File: src/hdl/tst_pkg.sv
// Shared types, constants and helpers for the timer slot table.
// No dependencies; imported by every module of the block.
`default_nettype none

package tst_pkg;

  // Table size and time width (unsigned 16.16 seconds)
  localparam int SLOTS     = 16;
  localparam int TIME_BITS = 32;
  localparam int SLOT_W    = (SLOTS > 1) ? $clog2(SLOTS) : 1;

  typedef logic [TIME_BITS-1:0] time_t;
  typedef logic [SLOT_W-1:0]    slot_t;

  // Request opcodes; the fourth code has no meaning
  typedef enum logic [1:0] {
    FUNC_TICK  = 2'd0,
    FUNC_REG   = 2'd1,
    FUNC_DEREG = 2'd2
  } func_e;

  // Result kinds
  typedef enum logic [2:0] {
    KIND_FIRED     = 3'd0,
    KIND_REGISTERED = 3'd1,
    KIND_FULL      = 3'd2,
    KIND_REMOVED   = 3'd3,
    KIND_NOT_FOUND = 3'd4,
    KIND_DONE      = 3'd5
  } kind_e;

  // Controller to datapath commands
  typedef struct packed {
    logic capture;     // latch request fields
    logic tick_start;  // advance clock (clear it if no slot is live), prime trigger of slot 0
    logic scan_adv;    // move to next slot, prime its trigger
    logic fire;        // report current slot and retire or restart it
    logic emit_done;   // report end of tick
    logic do_reg;      // place a new timer
    logic do_dereg;    // free a slot
  } cmd_t;

  // Datapath to controller status
  typedef struct packed {
    logic any_valid;
    logic cur_valid;
    logic cur_fire;
    logic idx_last;
    logic out_free;
  } sts_t;

  // Saturating time add
  function automatic time_t sat_add(time_t a, time_t b);
    logic [TIME_BITS:0] s;
    s = {1'b0, a} + {1'b0, b};
    return s[TIME_BITS] ? '1 : s[TIME_BITS-1:0];
  endfunction

endpackage

`default_nettype wire

File: src/hdl/tst_ctrl.sv
// Sequencer of the timer slot table: request decode and slot scan control.
// Depends on tst_pkg.
`default_nettype none

module tst_ctrl
  import tst_pkg::*;
(
  input  wire logic       clk_i,
  input  wire logic       rst_ni,
  input  wire logic       in_valid_i,
  output      logic       in_stall_o,
  input  wire logic [1:0] func_i,
  input  wire sts_t       sts_i,
  output      cmd_t       cmd_o
);

  typedef enum logic [2:0] {
    S_IDLE,
    S_TICK,
    S_SCAN,
    S_DONE,
    S_REG,
    S_DEREG
  } state_e;

  state_e state_q, state_d;
  logic   accept;

  assign in_stall_o = (state_q != S_IDLE);
  assign accept     = in_valid_i && (state_q == S_IDLE);

  // Next state and commands
  always_comb begin
    state_d = state_q;
    cmd_o   = '0;
    unique case (state_q)
      S_IDLE: begin
        if (accept) begin
          cmd_o.capture = 1'b1;
          unique case (func_e'(func_i))
            FUNC_TICK:  state_d = S_TICK;
            FUNC_REG:   state_d = S_REG;
            FUNC_DEREG: state_d = S_DEREG;
            default:    state_d = S_IDLE;  // unused opcode: dropped
          endcase
        end
      end
      S_TICK: begin
        cmd_o.tick_start = 1'b1;
        state_d = sts_i.any_valid ? S_SCAN : S_DONE;
      end
      S_SCAN: begin
        // hold on an expired slot until the result register frees up
        if (!(sts_i.cur_valid && sts_i.cur_fire && !sts_i.out_free)) begin
          cmd_o.fire     = sts_i.cur_valid && sts_i.cur_fire;
          cmd_o.scan_adv = 1'b1;
          if (sts_i.idx_last) state_d = S_DONE;
        end
      end
      S_DONE: begin
        if (sts_i.out_free) begin
          cmd_o.emit_done = 1'b1;
          state_d = S_IDLE;
        end
      end
      S_REG: begin
        if (sts_i.out_free) begin
          cmd_o.do_reg = 1'b1;
          state_d = S_IDLE;
        end
      end
      S_DEREG: begin
        if (sts_i.out_free) begin
          cmd_o.do_dereg = 1'b1;
          state_d = S_IDLE;
        end
      end
      default: state_d = S_IDLE;
    endcase
  end

  // State register
  always_ff @(posedge clk_i or negedge rst_ni) begin
    if (!rst_ni) begin
      state_q <= S_IDLE;
    end else begin
      state_q <= state_d;
    end
  end

  // Result loads never collide and only happen into a free result register
  assert property (@(posedge clk_i) disable iff (!rst_ni)
    $onehot0({cmd_o.fire, cmd_o.emit_done, cmd_o.do_reg, cmd_o.do_dereg}))
    else $error("tst_ctrl: more than one result load");

  assert property (@(posedge clk_i) disable iff (!rst_ni)
    (cmd_o.fire || cmd_o.emit_done || cmd_o.do_reg || cmd_o.do_dereg) |-> sts_i.out_free)
    else $error("tst_ctrl: result load while output is blocked");

  // A tick always ends with its done transaction before the next request
  assert property (@(posedge clk_i) disable iff (!rst_ni)
    (state_q == S_SCAN && sts_i.idx_last && cmd_o.scan_adv) |=> (state_q == S_DONE))
    else $error("tst_ctrl: scan did not close with done");

endmodule

`default_nettype wire

File: src/hdl/tst_dp.sv
// Datapath of the timer slot table: slot store, running clock, trigger
// arithmetic and the result register. Depends on tst_pkg.
`default_nettype none

module tst_dp
  import tst_pkg::*;
(
  input  wire logic        clk_i,
  input  wire logic        rst_ni,
  input  wire cmd_t        cmd_i,
  output      sts_t        sts_o,
  input  wire logic [31:0] delta_time_i,
  input  wire logic [31:0] period_i,
  input  wire logic        repeating_i,
  input  wire logic [3:0]  slot_index_i,
  output      logic        out_valid_o,
  input  wire logic        out_stall_i,
  output      logic [2:0]  kind_o,
  output      logic [3:0]  slot_number_o,
  output      logic [31:0] lateness_o,
  output      logic        last_o
);

  // Slot store
  logic [SLOTS-1:0] valid_q;
  logic [SLOTS-1:0] repeat_q;
  time_t            start_q  [SLOTS];
  time_t            period_q [SLOTS];

  // Clock, scan pointer, primed trigger, captured request
  time_t      now_q;
  slot_t      idx_q;
  slot_t      idx_nx;
  time_t      trig_q;
  time_t      delta_q;
  time_t      per_q;
  logic       rep_q;
  logic [3:0] sidx_q;

  // Result register
  logic        out_valid_q;
  kind_e       kind_q;
  logic [3:0]  slot_num_q;
  logic [31:0] late_q;
  logic        last_q;

  logic  out_free;
  logic  all_full;
  slot_t free_idx;
  logic  dereg_hit;
  slot_t sidx_s;

  assign idx_nx   = idx_q + 1'b1;
  assign sidx_s   = SLOT_W'(sidx_q);
  assign out_free = !out_valid_q || !out_stall_i;
  assign all_full = &valid_q;
  assign dereg_hit = (32'(sidx_q) < SLOTS) && valid_q[sidx_s];

  // Lowest free slot
  always_comb begin
    free_idx = '0;
    for (int i = SLOTS - 1; i >= 0; i--) begin
      if (!valid_q[i]) free_idx = SLOT_W'(i);
    end
  end

  assign sts_o.any_valid = |valid_q;
  assign sts_o.cur_valid = valid_q[idx_q];
  assign sts_o.cur_fire  = (now_q >= trig_q);
  assign sts_o.idx_last  = (idx_q == SLOT_W'(SLOTS - 1));
  assign sts_o.out_free  = out_free;

  // Control state: valid bits, clock, scan pointer
  always_ff @(posedge clk_i or negedge rst_ni) begin
    if (!rst_ni) begin
      valid_q <= '0;
      now_q   <= '0;
      idx_q   <= '0;
    end else begin
      if (cmd_i.tick_start) begin
        now_q <= sts_o.any_valid ? sat_add(now_q, delta_q) : '0;
        idx_q <= '0;
      end
      if (cmd_i.scan_adv) idx_q <= idx_nx;
      if (cmd_i.fire && !repeat_q[idx_q]) valid_q[idx_q] <= 1'b0;
      if (cmd_i.do_reg && !all_full) valid_q[free_idx] <= 1'b1;
      if (cmd_i.do_dereg && dereg_hit) valid_q[sidx_s] <= 1'b0;
    end
  end

  // Payload state: slot contents, captured fields, primed trigger
  always_ff @(posedge clk_i) begin
    if (cmd_i.capture) begin
      delta_q <= TIME_BITS'(delta_time_i);
      per_q   <= TIME_BITS'(period_i);
      rep_q   <= repeating_i;
      sidx_q  <= slot_index_i;
    end
    if (cmd_i.tick_start) trig_q <= sat_add(start_q[0], period_q[0]);
    if (cmd_i.scan_adv)   trig_q <= sat_add(start_q[idx_nx], period_q[idx_nx]);
    // repeating timer restarts at its trigger time
    if (cmd_i.fire && repeat_q[idx_q]) start_q[idx_q] <= trig_q;
    if (cmd_i.do_reg && !all_full) begin
      start_q[free_idx]  <= now_q;
      period_q[free_idx] <= per_q;
      repeat_q[free_idx] <= rep_q;
    end
  end

  // Result register handshake
  always_ff @(posedge clk_i or negedge rst_ni) begin
    if (!rst_ni) begin
      out_valid_q <= 1'b0;
    end else if (cmd_i.fire || cmd_i.emit_done || cmd_i.do_reg || cmd_i.do_dereg) begin
      out_valid_q <= 1'b1;
    end else if (!out_stall_i) begin
      out_valid_q <= 1'b0;
    end
  end

  // Result payload
  always_ff @(posedge clk_i) begin
    priority if (cmd_i.fire) begin
      kind_q     <= KIND_FIRED;
      slot_num_q <= 4'(idx_q);
      late_q     <= 32'(now_q - trig_q);
      last_q     <= 1'b0;
    end else if (cmd_i.emit_done) begin
      kind_q     <= KIND_DONE;
      slot_num_q <= '0;
      late_q     <= '0;
      last_q     <= 1'b1;
    end else if (cmd_i.do_reg) begin
      kind_q     <= all_full ? KIND_FULL : KIND_REGISTERED;
      slot_num_q <= all_full ? 4'd0 : 4'(free_idx);
      late_q     <= '0;
      last_q     <= 1'b1;
    end else if (cmd_i.do_dereg) begin
      kind_q     <= dereg_hit ? KIND_REMOVED : KIND_NOT_FOUND;
      slot_num_q <= sidx_q;
      late_q     <= '0;
      last_q     <= 1'b1;
    end
  end

  assign out_valid_o   = out_valid_q;
  assign kind_o        = kind_q;
  assign slot_number_o = slot_num_q;
  assign lateness_o    = late_q;
  assign last_o        = last_q;

  // Saturating clock never runs backward on a tick with live timers
  assert property (@(posedge clk_i) disable iff (!rst_ni)
    (cmd_i.tick_start && sts_o.any_valid) |=> (now_q >= $past(now_q)))
    else $error("tst_dp: clock went backward");

  // A successful register leaves the chosen slot live
  assert property (@(posedge clk_i) disable iff (!rst_ni)
    (cmd_i.do_reg && !all_full) |=> valid_q[$past(free_idx)])
    else $error("tst_dp: registered slot not marked live");

  // A stalled result transaction holds valid and payload
  assert property (@(posedge clk_i) disable iff (!rst_ni)
    (out_valid_q && out_stall_i) |=>
      (out_valid_q && $stable({kind_q, slot_num_q, late_q, last_q})))
    else $error("tst_dp: stalled result changed");

endmodule

`default_nettype wire

File: src/hdl/timer_slot_table_unit.sv
// Timer slot table: one request at a time; results leave through a registered
// output. A register or deregister request is captured, and its result loads
// once the output is free; a tick advances the clock and scans one slot per
// cycle, holding on an expired slot while the output stalls (an empty table
// skips the scan), then reports done. Reset (async, active low) frees all
// slots and clears the clock. Depends on tst_pkg, tst_ctrl, tst_dp.
`default_nettype none

module timer_slot_table_unit
  import tst_pkg::*;
(
  input  wire logic        clk_i,
  input  wire logic        rst_ni,
  input  wire logic        in_valid_i,
  output      logic        in_stall_o,
  input  wire logic [1:0]  func_i,
  input  wire logic [31:0] delta_time_i,
  input  wire logic [31:0] period_i,
  input  wire logic        repeating_i,
  input  wire logic [3:0]  slot_index_i,
  output      logic        out_valid_o,
  input  wire logic        out_stall_i,
  output      logic [2:0]  kind_o,
  output      logic [3:0]  slot_number_o,
  output      logic [31:0] lateness_o,
  output      logic        last_o
);

  cmd_t cmd;
  sts_t sts;

  // Sequencer
  tst_ctrl u_ctrl (
    .clk_i      (clk_i),
    .rst_ni     (rst_ni),
    .in_valid_i (in_valid_i),
    .in_stall_o (in_stall_o),
    .func_i     (func_i),
    .sts_i      (sts),
    .cmd_o      (cmd)
  );

  // Slot store and arithmetic
  tst_dp u_dp (
    .clk_i         (clk_i),
    .rst_ni        (rst_ni),
    .cmd_i         (cmd),
    .sts_o         (sts),
    .delta_time_i  (delta_time_i),
    .period_i      (period_i),
    .repeating_i   (repeating_i),
    .slot_index_i  (slot_index_i),
    .out_valid_o   (out_valid_o),
    .out_stall_i   (out_stall_i),
    .kind_o        (kind_o),
    .slot_number_o (slot_number_o),
    .lateness_o    (lateness_o),
    .last_o        (last_o)
  );

endmodule

`default_nettype wire
File: config.mk
export PLATFORM = sky130hd
export DESIGN_NAME = timer_slot_table_unit
export DESIGN_NICKNAME = d
export VERILOG_FILES = /design/src/hdl/tst_pkg.sv /design/src/hdl/tst_ctrl.sv /design/src/hdl/tst_dp.sv /design/src/hdl/timer_slot_table_unit.sv
export SDC_FILE = /design/constraint.sdc
export NUM_CORES = 2
export LEC_CHECK = 0
export BUFFER_PORTS_ARGS = -buffer_cell sky130_fd_sc_hd__buf_2
export CAP_MARGIN = 0
export CORE_MARGIN = 2
export CORE_UTILIZATION = 43
export DETAILED_ROUTE_END_ITERATION = 16
export HOLD_SLACK_MARGIN = 0.05
export MAX_ROUTING_LAYER = met4
export RECOVER_POWER = 25
export SYNTH_ARGS = -nofsm -noshare
export SYNTH_HDL_FRONTEND = slang
export SYNTH_SLANG_ARGS = --single-unit
File: constraint.sdc
create_clock -name clk_i -period 12.6 [get_ports clk_i]
set_input_delay 3.78 -clock clk_i [delete_from_list [all_inputs] [get_ports clk_i]]
set_output_delay 3.78 -clock clk_i [all_outputs]
set_load 0.05 [all_outputs]
==> flow_summary_export.csv <==
group,metric,value,unit
timing,worst-slew-pin-transition,3.539,ns
timing,timing.setup.tns,0,ns
critical_path,crit_fanout,92,
run_status,outcome,"finished with violations",
detailed_routing,route.detailed.vias_per_inst,5.976,
clocking,cts_post_setup_buffers_inserted,0,
detailed_routing,antenna_violating_nets_post_route,0,
min_path,min-delay-path-class,"flip-flop to flip-flop",
clocking,htreeDepth,4,
clocking,cts_max_path_buffers,3,
finish,stdcell_area,60880,sq um
finish,most-common-layout-cells,"sky130_fd_sc_hd__edfxtp_1 (1177), sky130_fd_sc_hd__mux4_2 (333), sky130_fd_sc_hd__nand2_1 (169)",
global_route,first_global_vias,30584,
finish,count_of_placed_standard_cells_in_the_final_layout_fillers_left_out,5030,
power_and_ir_drop,seqPwrFrac,32.7,%
critical_path,criticalPathCategory,"flip-flop to flip-flop",
die,top_level_ports,117,
power_and_ir_drop,combinationalPowerShare,46.0,%
timing,finClkSkew,0.03205,ns
timing,slew_viol_final,57,
power_and_ir_drop,power-per-cell-area,283.6,nW/um^2
yosys,synth.cell_area,53920,sq um
finish,layout.cells.most_common,"sky130_fd_sc_hd__edfxtp_1",
clocking,cts_repair_resize_count,0,
power_and_ir_drop,ir_worst_vdd,0.0002051,V
detailed_routing,routed_wire_length_per_instance,28.28,um
timing,relSlewSlack,-136.0,%
placement,port_buffers,116,
placement,place_congestion,0.9322,
yosys,synth_edf_count,1177,
clocking,worst_skew_pair.late_latency,0.75,ns
yosys,syn_area_per_cell,17.45,sq um
critical_path,cp_data_arrival_time,8.16,ns
global_route,grt_first_pass_wirelength,208000,um
die,design.core.area,124100,sq um
placement,place_inst,4795,
clocking,path_clk_slew,0.06,ns
detailed_routing,routed_wl,142200,um
timing,rsz_0062_raised_after_global_routing,"false",
detailed_routing,post-route-drc-count,0,
critical_path,setup.worst_path.end_class,"flip-flop",
power_and_ir_drop,power.switching_fraction,38.21,%
detailed_routing,first_iter_violations,3529,
yosys,mappedNetlistNets,3303,
finish,drive_above_1_share,23.12,%
yosys,yosysWarnings,0,
power_and_ir_drop,power.static_leakage,20.46,nW
yosys,synth.distinct_cells,78,
yosys,syn-instance-count,3090,
clocking,cts_tree,"yes",
die,full_die_area,128200,sq um
die,rows,129,
die,die_w,358.1,um
finish,num-fill-cells,10085,
job,number_of_maximum_capacitance_constraint_violations,1,
global_route,grt_start_max_net_pins,103,
placement,detailedPlacementHpwl,89950,um
run_status,failing_checks,"max-capacitance violations, max-slew violations",
clocking,ctsRootBufferMaster,"sky130_fd_sc_hd__clkbuf_16",
die,chipHeight,358.1,um
critical_path,crit_path_start_kind,"flip-flop",
yosys,synth_top_flop_cell,"sky130_fd_sc_hd__edfxtp_1",
timing,report.final.setup_viol,0,
power_and_ir_drop,power.switching,0.006596,W
clocking,hold_buffers,0,
critical_path,critical_path_required_time,13.05,ns
global_route,grt_antenna_before_repair,3,
global_route,globalRouteOverflowTotal,0,
detailed_routing,detail_route.first_pass.iterations,7,
global_route,globalRouteTotalUtil,23.12,%
power_and_ir_drop,intPower,0.01067,W
finish,nNetsFinal,3508,
detailed_routing,via_count,30058,
timing,hold_viol,0,
placement,postPlaceCellArea,56840,sq um
clocking,cts-buffers-inserted,135,
yosys,postSynthRegisterBits,1237,
timing,post_layout_min_period,7.703,ns
yosys,ys_seq_area_share,68.29,%
die,initial_core_util,43.44,%
timing,layout_worst_path_cycle_share,61.14,%
clocking,clock_sinks,1237,
power_and_ir_drop,p_clk_share,21.2,%
finish,area.growth.synth_to_final,12.90,%
timing,max_freq,129.8,MHz
yosys,async_flop_share,4.527,%
layer usage:
| metal | up-vias | GRT usage (%) | part of all wire [%] |
|---|---|---|---|
| li1 | 12928 | - | - |
| met1 | 15723 | 32.61 | 44 |
| met2 | 1211 | 35.55 | 47 |
| met3 | 196 | 3.247 | 6.8 |
| met4 | 0 | 6.109 | 2.2 |
| met5 | - | - | 0 |
worst paths after layout:
check | start | to | slack [ns] | depth (start not counted)
worst max-delay path | u_dp.idx_q[0] | u_dp.trig_q[2] | 4.90 | 18
worst min-delay path | u_dp.last_o | u_dp.last_o | 0.50 | 1
worst max register to register | u_dp.idx_q[0] | u_dp.trig_q[2] | 4.90 | 18
worst min register to register | u_dp.last_o | u_dp.last_o | 0.50 | 1
max in group asynchronous | rst_ni | u_dp.idx_q[0] | 5.70 | 2
min in group asynchronous | rst_ni | u_dp.now_q[4] | 4.34 | 2
state kept, by name (all words and copies together) (netlist names):
signal and count:
u_dp.lateness_o 32, u_ctrl.state_q 3, u_dp.per_q 32, u_dp.now_q 32, u_dp.rep_q 1, u_dp.out_valid_o 1
u_dp.slot_number_o 4, u_dp.repeat_q 16, u_dp.trig_q 32, u_dp.idx_q 4, u_dp.delta_q 32, u_dp.kind_o 3
u_dp.last_o 1, u_dp.sidx_q 4, u_dp.start_q 512, u_dp.valid_q 16, u_dp.period_q 512
critical path, cell delays in order, from the launching register on:
cell	delay (ns)
sky130_fd_sc_hd__dfrtp_4	0.51
sky130_fd_sc_hd__buf_4	0.50
sky130_fd_sc_hd__buf_4	0.83
sky130_fd_sc_hd__buf_12	0.59
sky130_fd_sc_hd__mux4_2	0.59
sky130_fd_sc_hd__mux4_2	0.55
sky130_fd_sc_hd__ha_1	0.28
sky130_fd_sc_hd__fa_1	0.50
sky130_fd_sc_hd__a211oi_1	0.28
sky130_fd_sc_hd__o21ai_0	0.14
sky130_fd_sc_hd__nand3b_1	0.22
sky130_fd_sc_hd__a21oi_1	0.17
sky130_fd_sc_hd__nor2_1	0.19
sky130_fd_sc_hd__o41ai_1	0.17
sky130_fd_sc_hd__a21o_1	0.21
sky130_fd_sc_hd__a21o_1	0.23
sky130_fd_sc_hd__a2111oi_4	0.55
sky130_fd_sc_hd__buf_4	0.44
sky130_fd_sc_hd__a22oi_1	0.16
Yosys cell counts, types with 19 or more instances:
cell type,count,share of area (%)
sky130_fd_sc_hd__nor2_1,135,0.94
sky130_fd_sc_hd__ha_1,134,3.1
sky130_fd_sc_hd__nor2b_1,22,0.26
sky130_fd_sc_hd__a21oi_1,122,1.1
sky130_fd_sc_hd__a22oi_1,19,0.26
sky130_fd_sc_hd__a21o_1,58,0.81
sky130_fd_sc_hd__clkbuf_1,83,0.58
sky130_fd_sc_hd__buf_1,31,0.22
sky130_fd_sc_hd__a22oi_2,20,0.46
sky130_fd_sc_hd__nor3_1,30,0.28
sky130_fd_sc_hd__nand2b_1,25,0.29
sky130_fd_sc_hd__xor2_1,46,0.75
sky130_fd_sc_hd__mux4_2,333,14
sky130_fd_sc_hd__and2_1,20,0.23
sky130_fd_sc_hd__nand2_1,170,1.2
sky130_fd_sc_hd__dfrtp_1,56,2.6
sky130_fd_sc_hd__xnor2_1,56,0.91
sky130_fd_sc_hd__o21a_1,24,0.33
sky130_fd_sc_hd__edfxtp_1,1177,66
sky130_fd_sc_hd__and3_1,20,0.23
sky130_fd_sc_hd__nand3_1,38,0.35
sky130_fd_sc_hd__o21ai_0,148,1.4
sky130_fd_sc_hd__inv_1,86,0.60
metrics by stage:
stage | total power [W] | utilization [%] | worst slack (ns) | hold slack [ns]
after floorplan | 0.01135 | - | 4.879 | 0.4999
after global placement | 0.01348 | 45.79 | 4.969 | 0.5240
after detailed placement | 0.01361 | 45.79 | 4.927 | 0.5223
after CTS | 0.01730 | 49.05 | 4.893 | 0.5354
after global routing | 0.01817 | 49.05 | 4.413 | 0.5374
final | 0.01726 | 49.05 | 4.897 | 0.5040
power groups by stage:
stage / clock, W / combinational, W / sequential [W]
5_1_grt: 0.00390 / 0.00858 / 0.00569
3_5_place_dp: 0 / 0.00788 / 0.00573
4_1_cts: 0.00375 / 0.00791 / 0.00565
3_3_place_gp: 0 / 0.00776 / 0.00571
6_report: 0.00367 / 0.00795 / 0.00565
2_1_floorplan: 0 / 0.00560 / 0.00575
kinds of logic (layout without fill, tap and decap cells):
kind of cell             after synthesis  count (layout)  synth area share [%]
XOR/XNOR                             102             102                 1.657
flip-flops                          1237            1237                 68.29
buffers and inverters                212             513                 1.527
AND/OR/NAND/NOR                      526             526                 4.606
multiplexers                         338             338                 14.01
AO/OA/AOI/OAI                        537             537                 6.653
other                                  0               2                     0
adder cells (fa/ha/maj)              138             138                 3.258
area by class of cell:
| class | count | area, sq um | area share, % |
|---|---|---|---|
| Clock buffer | 176 | 3649 | 5.993 |
| Tap cell | 1637 | 2048 | 3.364 |
| Multi-Input combinational cell | 1641 | 16440 | 27.00 |
| Clock inverter | 57 | 394.1 | 0.6474 |
| Inverter | 86 | 322.8 | 0.5303 |
| Sequential cell | 1237 | 36830 | 60.50 |
| Timing Repair Buffer | 194 | 1192 | 1.959 |
| Antenna cell | 2 | 5.005 | 0.008221 |
(Power assumes the default switching activity.)
